### src/hdl/mmss_pkg.sv
package mmss_pkg;

  localparam int unsigned DeltaW   = 14;
  localparam int unsigned TotalW   = 13;
  localparam int unsigned MinW     = 7;
  localparam int unsigned SecW     = 6;
  localparam int unsigned SegW     = 8;
  localparam int unsigned DigitW   = 4;

  localparam logic [TotalW-1:0] MaxTotal   = 13'd5999;
  localparam logic [TotalW-1:0] SecsPerMin = 13'd60;
  localparam logic [SegW-1:0]   ColonMask  = 8'h7F;
  localparam logic [SegW-1:0]   SegBlank   = 8'hFF;

  // t / 60 == (t * 8739) >> 19 for t <= 5999
  localparam int unsigned       DivMinProdW = 27;
  localparam logic [DivMinProdW-1:0] DivMinMul = 27'd8739;
  localparam int unsigned       DivMinShift = 19;

  // v / 10 == (v * 205) >> 11 for v <= 99
  localparam int unsigned       DivTenProdW = 15;
  localparam logic [DivTenProdW-1:0] DivTenMul = 15'd205;
  localparam int unsigned       DivTenShift = 11;

  localparam logic [SegW-1:0] DigitSeg [10] = '{
    8'hC0, 8'hF9, 8'hA4, 8'hB0, 8'h99,
    8'h92, 8'h82, 8'hF8, 8'h80, 8'h90
  };

  function automatic logic [SegW-1:0] seg_of(input logic [DigitW-1:0] digit);
    logic [SegW-1:0] seg;
    if (digit > 4'd9) begin
      seg = SegBlank;
    end else begin
      seg = DigitSeg[digit];
    end
    return seg;
  endfunction

endpackage

### src/hdl/mmss_seg_pair.sv
module mmss_seg_pair
  import mmss_pkg::*;
(
  input  logic [MinW-1:0] val_i,
  output logic [SegW-1:0] seg_tens_o,
  output logic [SegW-1:0] seg_ones_o
);

  logic [DivTenProdW-1:0] prod;
  logic [DigitW-1:0]      tens;
  logic [MinW-1:0]        tens_x10;
  logic [MinW-1:0]        ones_full;
  logic [DigitW-1:0]      ones;

  always_comb begin
    prod      = {{(DivTenProdW-MinW){1'b0}}, val_i} * DivTenMul;
    tens      = prod[DivTenShift +: DigitW];
    tens_x10  = {tens, 3'b000} + {2'b00, tens, 1'b0};
    ones_full = val_i - tens_x10;
    ones      = ones_full[DigitW-1:0];
  end

  assign seg_tens_o = seg_of(tens);
  assign seg_ones_o = seg_of(ones);

endmodule

### src/hdl/mmss_timer_seven_segment_top.sv
// Minutes:seconds timer with seven-segment readout. Each request on the slave
// stream adds its signed delta (seconds) to the held time, clamped to 00:00 at
// the bottom and 99:59 at the top, and produces one result: minutes, seconds,
// four active-low segment codes (colon lit on the minutes-ones digit) and a
// flag set at 00:00. One request per cycle is accepted unless the output stalls;
// a total moves from total_q to min_q/sec_q and on to the output registers. The
// rate is set by the total-seconds register, updated by one add and clamp per request.
module mmss_timer_seven_segment_top
  import mmss_pkg::*;
(
  input  logic        clk_i,
  input  logic        rst_ni,
  input  logic        s_axis_tvalid,
  output logic        s_axis_tready,
  input  logic [15:0] s_axis_tdata,   // [13:0] delta_seconds, [15:14] zero
  output logic        m_axis_tvalid,
  input  logic        m_axis_tready,
  // [6:0] minutes_now, [12:7] seconds_now, [20:13] seg_minutes_tens,
  // [28:21] seg_minutes_ones, [36:29] seg_seconds_tens,
  // [44:37] seg_seconds_ones, [45] time_is_zero, [47:46] zero
  output logic [47:0] m_axis_tdata
);

  logic s_acc;
  logic a_load, b_load, o_load;

  logic              a_vld_q;
  logic [TotalW-1:0] total_q, total_d;

  logic              b_vld_q;
  logic [MinW-1:0]   min_q, min_d;
  logic [SecW-1:0]   sec_q, sec_d;
  logic              zero_q;

  logic              o_vld_q;
  logic [MinW-1:0]   o_min_q;
  logic [SecW-1:0]   o_sec_q;
  logic [SegW-1:0]   o_smt_q, o_smo_q, o_sst_q, o_sso_q;
  logic              o_zero_q;

  logic [SegW-1:0]   smt, smo, sst, sso;

  assign o_load        = !o_vld_q || m_axis_tready;
  assign b_load        = !b_vld_q || o_load;
  assign a_load        = !a_vld_q || b_load;
  assign s_axis_tready = a_load;
  assign s_acc         = s_axis_tvalid && s_axis_tready;

  // add and clamp into the running total
  logic signed [TotalW+1:0] sum;
  always_comb begin
    sum = $signed({2'b00, total_q})
        + $signed({s_axis_tdata[DeltaW-1], s_axis_tdata[DeltaW-1:0]});
    if (sum < 0) begin
      total_d = '0;
    end else if (sum > $signed({2'b00, MaxTotal})) begin
      total_d = MaxTotal;
    end else begin
      total_d = sum[TotalW-1:0];
    end
  end

  // split total into minutes and seconds
  logic [DivMinProdW-1:0] min_prod;
  logic [TotalW-1:0]      min_x60;
  logic [TotalW-1:0]      sec_full;
  always_comb begin
    min_prod = {{(DivMinProdW-TotalW){1'b0}}, total_q} * DivMinMul;
    min_d    = min_prod[DivMinShift +: MinW];
    min_x60  = {{(TotalW-MinW){1'b0}}, min_d} * SecsPerMin;
    sec_full = total_q - min_x60;
    sec_d    = sec_full[SecW-1:0];
  end

  mmss_seg_pair u_min_seg (
    .val_i      (min_q),
    .seg_tens_o (smt),
    .seg_ones_o (smo)
  );

  mmss_seg_pair u_sec_seg (
    .val_i      ({1'b0, sec_q}),
    .seg_tens_o (sst),
    .seg_ones_o (sso)
  );

  always_ff @(posedge clk_i or negedge rst_ni) begin
    if (!rst_ni) begin
      a_vld_q <= 1'b0;
      total_q <= '0;
      b_vld_q <= 1'b0;
      o_vld_q <= 1'b0;
    end else begin
      if (a_load) begin
        a_vld_q <= s_acc;
      end
      if (s_acc) begin
        total_q <= total_d;
      end
      if (b_load) begin
        b_vld_q <= a_vld_q;
      end
      if (o_load) begin
        o_vld_q <= b_vld_q;
      end
    end
  end

  always_ff @(posedge clk_i) begin
    if (b_load && a_vld_q) begin
      min_q  <= min_d;
      sec_q  <= sec_d;
      zero_q <= (total_q == '0);
    end
    if (o_load && b_vld_q) begin
      o_min_q  <= min_q;
      o_sec_q  <= sec_q;
      o_smt_q  <= smt;
      o_smo_q  <= smo & ColonMask;
      o_sst_q  <= sst;
      o_sso_q  <= sso;
      o_zero_q <= zero_q;
    end
  end

  assign m_axis_tvalid = o_vld_q;
  assign m_axis_tdata  = {2'b00, o_zero_q, o_sso_q, o_sst_q, o_smo_q, o_smt_q,
                          o_sec_q, o_min_q};

  a_total_max: assert property (@(posedge clk_i) disable iff (!rst_ni)
    total_q <= MaxTotal)
    else $error("running total above 99:59");

  a_sec_range: assert property (@(posedge clk_i) disable iff (!rst_ni)
    b_vld_q |-> (sec_q < 6'd60 && min_q <= 7'd99))
    else $error("minutes/seconds split out of range");

  a_zero_flag: assert property (@(posedge clk_i) disable iff (!rst_ni)
    o_vld_q |-> (o_zero_q == (o_min_q == '0 && o_sec_q == '0)))
    else $error("zero flag disagrees with time");

  a_no_overwrite: assert property (@(posedge clk_i) disable iff (!rst_ni)
    s_acc |-> (!a_vld_q || b_load))
    else $error("request accepted over a held total");

endmodule
### config.mk
export PLATFORM = sky130hd
export DESIGN_NAME = mmss_timer_seven_segment_top
export DESIGN_NICKNAME = d
export VERILOG_FILES = /design/src/hdl/mmss_pkg.sv /design/src/hdl/mmss_seg_pair.sv /design/src/hdl/mmss_timer_seven_segment_top.sv
export SDC_FILE = /design/constraint.sdc
export NUM_CORES = 1
export LEC_CHECK = 0
export ABC_AREA = 1
export BUFFER_PORTS_ARGS = -buffer_cell sky130_fd_sc_hd__buf_2
export CAP_MARGIN = 20
export CORE_MARGIN = 5
export CORE_UTILIZATION = 45
export CTS_CLUSTER_DIAMETER = 80
export CTS_CLUSTER_SIZE = 24
export DETAILED_ROUTE_END_ITERATION = 12
export PLACE_DENSITY = 0.63
export SLEW_MARGIN = 15
export SYNTH_ARGS = -nofsm -noshare
export SYNTH_HDL_FRONTEND = slang
export SYNTH_HIERARCHICAL = 1
export SYNTH_SLANG_ARGS = --single-unit
### constraint.sdc
create_clock -name clk_i -period 6.6 [get_ports clk_i]
set_clock_uncertainty 0.2 [all_clocks]
set_input_delay 1.32 -clock clk_i [delete_from_list [all_inputs] [get_ports clk_i]]
set_output_delay 1.32 -clock clk_i [all_outputs]
set_load 0.02 [all_outputs]
==> flow_results.xml, run 1 <==
<?xml version="1.0" encoding="UTF-8"?>
<metrics>
  <group name="status">
    <metric name="status" unit="">complete, no violations</metric>
  </group>
  <group name="timing">
    <metric name="rsz0062_at_grt" unit="">no</metric>
    <metric name="timing.slew.headroom" unit="%">61.4</metric>
    <metric name="period_share" unit="%">92.6</metric>
    <metric name="timing.fmax" unit="MHz">164</metric>
    <metric name="worstMarginPinSlew" unit="ns">0.579</metric>
    <metric name="setup_viol" unit="">0</metric>
    <metric name="timing.final.max_slew_violations" unit="">0</metric>
    <metric name="final_critical_path_setup_slack" unit="ns">0.491</metric>
    <metric name="worst_hold_slack" unit="ns">0.233</metric>
    <metric name="timing.setup.tns" unit="ns">0</metric>
    <metric name="finalHoldViolations" unit="">0</metric>
    <metric name="layout_min_cycle_time" unit="ns">6.11</metric>
  </group>
  <group name="route">
    <metric name="met3_length" unit="µm">627</metric>
    <metric name="detailedRoute.firstPassIterationCount" unit="">4</metric>
    <metric name="drt_iter0_drc" unit="">267</metric>
    <metric name="routed_wl_met2" unit="µm">7320</metric>
    <metric name="vias_per_cell" unit="">4.79</metric>
    <metric name="routed_wl" unit="µm">15800</metric>
    <metric name="postRouteAntennaNets" unit="">0</metric>
    <metric name="wl_per_cell" unit="µm">12.3</metric>
    <metric name="detailed_routing_wirelength_on_met1" unit="µm">7620</metric>
    <metric name="route.top_layer_used" unit="">met4</metric>
    <metric name="via_count" unit="">6172</metric>
    <metric name="detail_route.drc_violations" unit="">0</metric>
  </group>
  <group name="floorplanning">
    <metric name="floorplan.initialDensity" unit="%">45.7</metric>
    <metric name="chipHeight" unit="µm">148</metric>
    <metric name="dieArea" unit="µm²">21900</metric>
    <metric name="core_region_area" unit="µm²">18700</metric>
    <metric name="ios" unit="">70</metric>
    <metric name="floorplan.rows" unit="">50</metric>
    <metric name="die_x" unit="µm">148</metric>
  </group>
  <group name="setup_path">
    <metric name="crit_chain" unit="">ha_1, inv_1, fa_1, fa_1, inv_1, fa_1, inv_1, ha_1, a21oi_1, o21ai_0, a21oi_1, nand2_1, xor2_1, ha_1, ha_1, ha_1, inv_1, ha_1, a21oi_1, o21ai_0, xor2_1, xor2_1</metric>
    <metric name="critical-path-top-delay-family" unit="">adder cells</metric>
    <metric name="setup_slack_reg_to_reg" unit="ns">0.49</metric>
    <metric name="maximum_single_stage_delay_on_the_critical_path" unit="ns">0.54</metric>
    <metric name="worst_setup_path_end_kind" unit="">flip-flop</metric>
    <metric name="timing.critical_path.slowest_stage_cell" unit="">sky130_fd_sc_hd__fa_1</metric>
    <metric name="timing.critical_path.from_type" unit="">flip-flop</metric>
    <metric name="worstPathMaxFanout" unit="">7</metric>
    <metric name="timing.critical_path.mode_cell" unit="">sky130_fd_sc_hd__ha_1</metric>
    <metric name="timing.critical_path.arrival" unit="ns">5.98</metric>
    <metric name="critPathKind" unit="">reg2reg</metric>
    <metric name="worst_ep_required_time" unit="ns">6.47</metric>
    <metric name="critical_path_buf_inv_count" unit="">4</metric>
  </group>
  <group name="layout">
    <metric name="mostFrequentLayoutCell" unit="">sky130_fd_sc_hd__nand2_1</metric>
    <metric name="drive_gt1_share" unit="%">14.1</metric>
    <metric name="non_filler_instances" unit="">1289</metric>
    <metric name="antenna_cells" unit="">0</metric>
    <metric name="relative_area_change_from_synthesis_to_final_layout" unit="%">10.3</metric>
    <metric name="finalNetCount" unit="">1295</metric>
    <metric name="commonest_non_fill_non_tap_cells_in_the_layout" unit="">sky130_fd_sc_hd__nand2_1, sky130_fd_sc_hd__ha_1, sky130_fd_sc_hd__inv_1, sky130_fd_sc_hd__buf_2, sky130_fd_sc_hd__edfxtp_1</metric>
  </group>
  <group name="clock_network">
    <metric name="cts_root_buffer" unit="">sky130_fd_sc_hd__clkbuf_16</metric>
    <metric name="ctsLongestPathBuffers" unit="">2</metric>
    <metric name="ctsHoldBuffers" unit="">0</metric>
    <metric name="clkTransAtPathRegs" unit="ns">0.06</metric>
    <metric name="clock_tree_from_tritoncts" unit="">built</metric>
    <metric name="cts_post_setup_buffers_inserted" unit="">0</metric>
    <metric name="cts_resized" unit="">0</metric>
    <metric name="numCtsBuffers" unit="">9</metric>
    <metric name="worstSkewPairLatency" unit="ns">0.34</metric>
    <metric name="clock_sinks" unit="">75</metric>
    <metric name="cts.htree.levels" unit="">3</metric>
  </group>
  <group name="grt">
    <metric name="grt_first_pass_wirelength" unit="µm">27300</metric>
    <metric name="number_of_global_route_vias_before_repair" unit="">5910</metric>
    <metric name="global_route.usage.total" unit="%">15.2</metric>
    <metric name="gr-total-overflow" unit="">0</metric>
    <metric name="largest_net_degree_at_the_start_of_global_routing" unit="">45</metric>
    <metric name="antenna_violations_before_repair" unit="">0</metric>
  </group>
  <group name="synth">
    <metric name="yosysWarnings" unit="">6</metric>
    <metric name="synthCells" unit="">976</metric>
    <metric name="synth.cell_area" unit="µm²">8560</metric>
    <metric name="avgSynthCellArea" unit="µm²">8.77</metric>
  </group>
  <group name="place">
    <metric name="total_of_buffers_placed_on_input_and_output_ports" unit="">64</metric>
    <metric name="gp_routability_congestion" unit="">0.847</metric>
    <metric name="place_ws" unit="ns">0.486</metric>
    <metric name="place.detailed.instances" unit="">1273</metric>
    <metric name="detailedPlacementHpwl" unit="µm">13000</metric>
  </group>
  <group name="hold_path">
    <metric name="min-delay-path-class" unit="">reg2reg</metric>
  </group>
  <group name="run">
    <metric name="max-cap-violations" unit="">0</metric>
  </group>
</metrics>
state kept, by name, summed over array words and instances (netlist names):
register and cells:
a_vld_q 1, b_vld_q 1, m_axis_tvalid 1, min_q 7, o_min_q 7, o_sec_q 6
o_smo_q 7, o_smt_q 8, o_sso_q 8, o_sst_q 8, o_zero_q 1, sec_q 6
total_q 13, zero_q 1
through the flow:
| step | utilization [%] | area, µm² |
|---|---|---|
| global placement | 48.9 | 9140 |
| finish | 50.4 | 9440 |
| floorplan | - | 8580 |
| CTS | 50.4 | 9440 |
| global route | 50.4 | 9440 |
| detailed placement | 48.9 | 9140 |
cell type report:
cell class,count,area [µm²]
Sequential cell,75,2170
Fill cell,1739,9270
Clock buffer,13,272
Inverter,182,684
Clock inverter,3,20.0
Tap cell,234,293
Timing Repair Buffer,68,350
Multi-Input combinational cell,714,5640
final timing paths:
check                                   startpoint                         to  cells after the start
setup / recovery           total_q[12]$_DFFE_PN0P_         sec_q[5]$_DFFE_PP_                     22
hold reg to reg                   zero_q$_DFFE_PP_         o_zero_q$_DFFE_PP_                      0
setup reg to reg           total_q[12]$_DFFE_PN0P_         sec_q[5]$_DFFE_PP_                     22
hold / removal                    zero_q$_DFFE_PP_         o_zero_q$_DFFE_PP_                      0
min in group asynchronous                   rst_ni  m_axis_tvalid$_DFFE_PN0P_                      1
max in group asynchronous                   rst_ni     total_q[3]$_DFFE_PN0P_                      1
layer usage:
| metal | vias up | GRT usage [%] |
|---|---|---|
| met1 | 2766 | 20.5 |
| met3 | 17 | 2.76 |
| li1 | 3298 | - |
| met4 | 0 | 4.20 |
| met2 | 91 | 25.3 |
| met5 | - | 0 |
Power of run 1 is left out: the tool's default activity adds up to more than one toggle a clock period on the data nets, which glitch-free logic cannot reach.
==> run 2, diff against run 1 <==
Settings changed: REMOVE_ABC_BUFFERS set to 1.
==> flow_results.xml, run 2 (synthesis gave the netlist of run 1 again) <==
<?xml version="1.0" encoding="UTF-8"?>
<metrics>
  <group name="status">
    <metric name="status" unit="">complete, no violations</metric>
  </group>
  <group name="setup_path">
    <metric name="timing.critical_path.arrival" unit="ns">5.92</metric>
    <metric name="worst_ep_required_time" unit="ns">6.46</metric>
    <metric name="critPathKind" unit="">reg2reg</metric>
    <metric name="crit_chain" unit="">inv_1, ha_1, inv_1, fa_1, fa_1, inv_1, fa_1, inv_1, ha_1, a21oi_1, o21ai_0, a21oi_1, nand2_1, xor2_1, ha_1, ha_1, ha_1, inv_1, ha_1, a21oi_1, o21ai_0, xor2_1, xor2_1</metric>
    <metric name="maximum_single_stage_delay_on_the_critical_path" unit="ns">0.53</metric>
    <metric name="timing.critical_path.mode_cell" unit="">sky130_fd_sc_hd__ha_1</metric>
    <metric name="timing.critical_path.slowest_stage_cell" unit="">sky130_fd_sc_hd__fa_1</metric>
    <metric name="critical-path-top-delay-family" unit="">adder cells</metric>
    <metric name="critical_path_buf_inv_count" unit="">5</metric>
    <metric name="timing.critical_path.from_type" unit="">flip-flop</metric>
    <metric name="worst_setup_path_end_kind" unit="">flip-flop</metric>
    <metric name="worstPathMaxFanout" unit="">6</metric>
  </group>
  <group name="grt">
    <metric name="grt_first_pass_wirelength" unit="µm">27800</metric>
    <metric name="gr-total-overflow" unit="">0</metric>
    <metric name="number_of_global_route_vias_before_repair" unit="">5964</metric>
    <metric name="largest_net_degree_at_the_start_of_global_routing" unit="">45</metric>
    <metric name="global_route.usage.total" unit="%">15.4</metric>
    <metric name="antenna_violations_before_repair" unit="">0</metric>
  </group>
  <group name="timing">
    <metric name="worstMarginPinSlew" unit="ns">0.568</metric>
    <metric name="rsz0062_at_grt" unit="">no</metric>
    <metric name="layout_min_cycle_time" unit="ns">6.06</metric>
    <metric name="period_share" unit="%">91.8</metric>
    <metric name="timing.fmax" unit="MHz">165</metric>
    <metric name="finalHoldViolations" unit="">0</metric>
    <metric name="setup_viol" unit="">0</metric>
    <metric name="timing.slew.headroom" unit="%">62.1</metric>
    <metric name="timing.setup.tns" unit="ns">0</metric>
    <metric name="timing.final.max_slew_violations" unit="">0</metric>
  </group>
  <group name="place">
    <metric name="total_of_buffers_placed_on_input_and_output_ports" unit="">64</metric>
    <metric name="gp_routability_congestion" unit="">0.859</metric>
    <metric name="detailedPlacementHpwl" unit="µm">13300</metric>
  </group>
  <group name="route">
    <metric name="detail_route.drc_violations" unit="">0</metric>
    <metric name="wl_per_cell" unit="µm">12.3</metric>
    <metric name="drt_iter0_drc" unit="">249</metric>
    <metric name="via_count" unit="">6134</metric>
    <metric name="vias_per_cell" unit="">4.76</metric>
    <metric name="detailedRoute.firstPassIterationCount" unit="">4</metric>
    <metric name="postRouteAntennaNets" unit="">0</metric>
    <metric name="routed_wl" unit="µm">15900</metric>
  </group>
  <group name="clock_network">
    <metric name="numCtsBuffers" unit="">9</metric>
    <metric name="clkTransAtPathRegs" unit="ns">0.06</metric>
    <metric name="cts.htree.levels" unit="">3</metric>
    <metric name="worstSkewPairLatency" unit="ns">0.33</metric>
    <metric name="clock_sinks" unit="">75</metric>
    <metric name="cts_root_buffer" unit="">sky130_fd_sc_hd__clkbuf_16</metric>
    <metric name="ctsLongestPathBuffers" unit="">2</metric>
    <metric name="clock_tree_from_tritoncts" unit="">built</metric>
  </group>
  <group name="floorplanning">
    <metric name="core_region_area" unit="µm²">18700</metric>
    <metric name="floorplan.initialDensity" unit="%">45.7</metric>
    <metric name="die_x" unit="µm">148</metric>
    <metric name="dieArea" unit="µm²">21900</metric>
    <metric name="floorplan.rows" unit="">50</metric>
    <metric name="chipHeight" unit="µm">148</metric>
    <metric name="ios" unit="">70</metric>
  </group>
  <group name="layout">
    <metric name="drive_gt1_share" unit="%">14.3</metric>
    <metric name="max_flop_register" unit="">total_q</metric>
    <metric name="antenna_cells" unit="">0</metric>
    <metric name="commonest_non_fill_non_tap_cells_in_the_layout" unit="">sky130_fd_sc_hd__nand2_1, sky130_fd_sc_hd__ha_1, sky130_fd_sc_hd__inv_1, sky130_fd_sc_hd__buf_2, sky130_fd_sc_hd__edfxtp_1</metric>
    <metric name="mostFrequentLayoutCell" unit="">sky130_fd_sc_hd__nand2_1</metric>
    <metric name="finalNetCount" unit="">1295</metric>
    <metric name="largest_register_ffs" unit="">13</metric>
    <metric name="relative_area_change_from_synthesis_to_final_layout" unit="%">10.3</metric>
  </group>
  <group name="hold_path">
    <metric name="min-delay-path-class" unit="">reg2reg</metric>
  </group>
  <group name="run">
    <metric name="max-cap-violations" unit="">0</metric>
  </group>
</metrics>
-- run 2: cell types whose count changed in the layout (fill, tap and decap cells not counted), sizes merged --
cell      delta
clkbuf       -3
clkinv       +1
bufinv       +1
clkinvlp     +1
-- run 2: final cells by class --
| class | count | area [µm²] |
|---|---|---|
| Clock buffer | 10 | 229 |
| Clock inverter | 6 | 65.1 |
| Fill cell | 1783 | 9270 |
| Inverter | 182 | 684 |
| Multi-Input combinational cell | 714 | 5640 |
| Sequential cell | 75 | 2170 |
| Tap cell | 234 | 293 |
| Timing Repair Buffer | 68 | 350 |
-- run 2: repair_timing --
| item | in CTS | in global routing |
|---|---|---|
| resized for setup | 0 | 1 |
| hold buffers | 0 | 0 |
| setup buffers | 0 | 0 |
| setup endpoints to repair | 0 | 1 |
-- run 2: per-layer routing --
| metal | GRT usage (%) | wire length, µm | vias up |
|---|---|---|---|
| met1 | 21.1 | 7810 | 2749 |
| met5 | 0 | 0 | - |
| met3 | 2.15 | 465 | 11 |
| li1 | - | - | 3302 |
| met2 | 26.1 | 7430 | 72 |
| met4 | 3.51 | 169 | 0 |
-- run 2: worst register-to-register path: stages (launching register included) --
cell and delay [ns]:
sky130_fd_sc_hd__dfrtp_2 0.45, sky130_fd_sc_hd__inv_1 0.11, sky130_fd_sc_hd__ha_1 0.29, sky130_fd_sc_hd__inv_1 0.08
sky130_fd_sc_hd__fa_1 0.45, sky130_fd_sc_hd__fa_1 0.52, sky130_fd_sc_hd__inv_1 0.06, sky130_fd_sc_hd__fa_1 0.53
sky130_fd_sc_hd__inv_1 0.04, sky130_fd_sc_hd__ha_1 0.34, sky130_fd_sc_hd__a21oi_1 0.22, sky130_fd_sc_hd__o21ai_0 0.10
sky130_fd_sc_hd__a21oi_1 0.12, sky130_fd_sc_hd__nand2_1 0.10, sky130_fd_sc_hd__xor2_1 0.26, sky130_fd_sc_hd__ha_1 0.33
sky130_fd_sc_hd__ha_1 0.32, sky130_fd_sc_hd__ha_1 0.31, sky130_fd_sc_hd__inv_1 0.05, sky130_fd_sc_hd__ha_1 0.32
sky130_fd_sc_hd__a21oi_1 0.14, sky130_fd_sc_hd__o21ai_0 0.10, sky130_fd_sc_hd__xor2_1 0.18, sky130_fd_sc_hd__xor2_1 0.16
-- run 2: path summary, 6_finish.rpt --
path,cells after the start,start,to,slack (ns)
max in group asynchronous,1,rst_ni,total_q[11]$_DFFE_PN0P_,5.23
min in group asynchronous,1,rst_ni,m_axis_tvalid$_DFFE_PN0P_,0.69
min reg2reg,0,zero_q$_DFFE_PP_,o_zero_q$_DFFE_PP_,0.23
max reg2reg,23,total_q[11]$_DFFE_PN0P_,sec_q[5]$_DFFE_PP_,0.54
max,23,total_q[11]$_DFFE_PN0P_,sec_q[5]$_DFFE_PP_,0.54
min,0,zero_q$_DFFE_PP_,o_zero_q$_DFFE_PP_,0.23
-- run 2: per-stage QoR --
step	setup slack, ns	hold WS [ns]	instance area [µm²]	instances	utilization (%)
after floorplan	0.951	0.200	8490	971	-
after global placement	0.467	0.230	9140	1273	48.9
after detailed placement	0.431	0.222	9140	1273	48.9
after CTS	0.372	0.233	9440	1289	50.5
after global routing	0.0858	0.234	9440	1289	50.5
final	0.542	0.229	9440	1289	50.5
Power of run 2 is left out for the same reason.
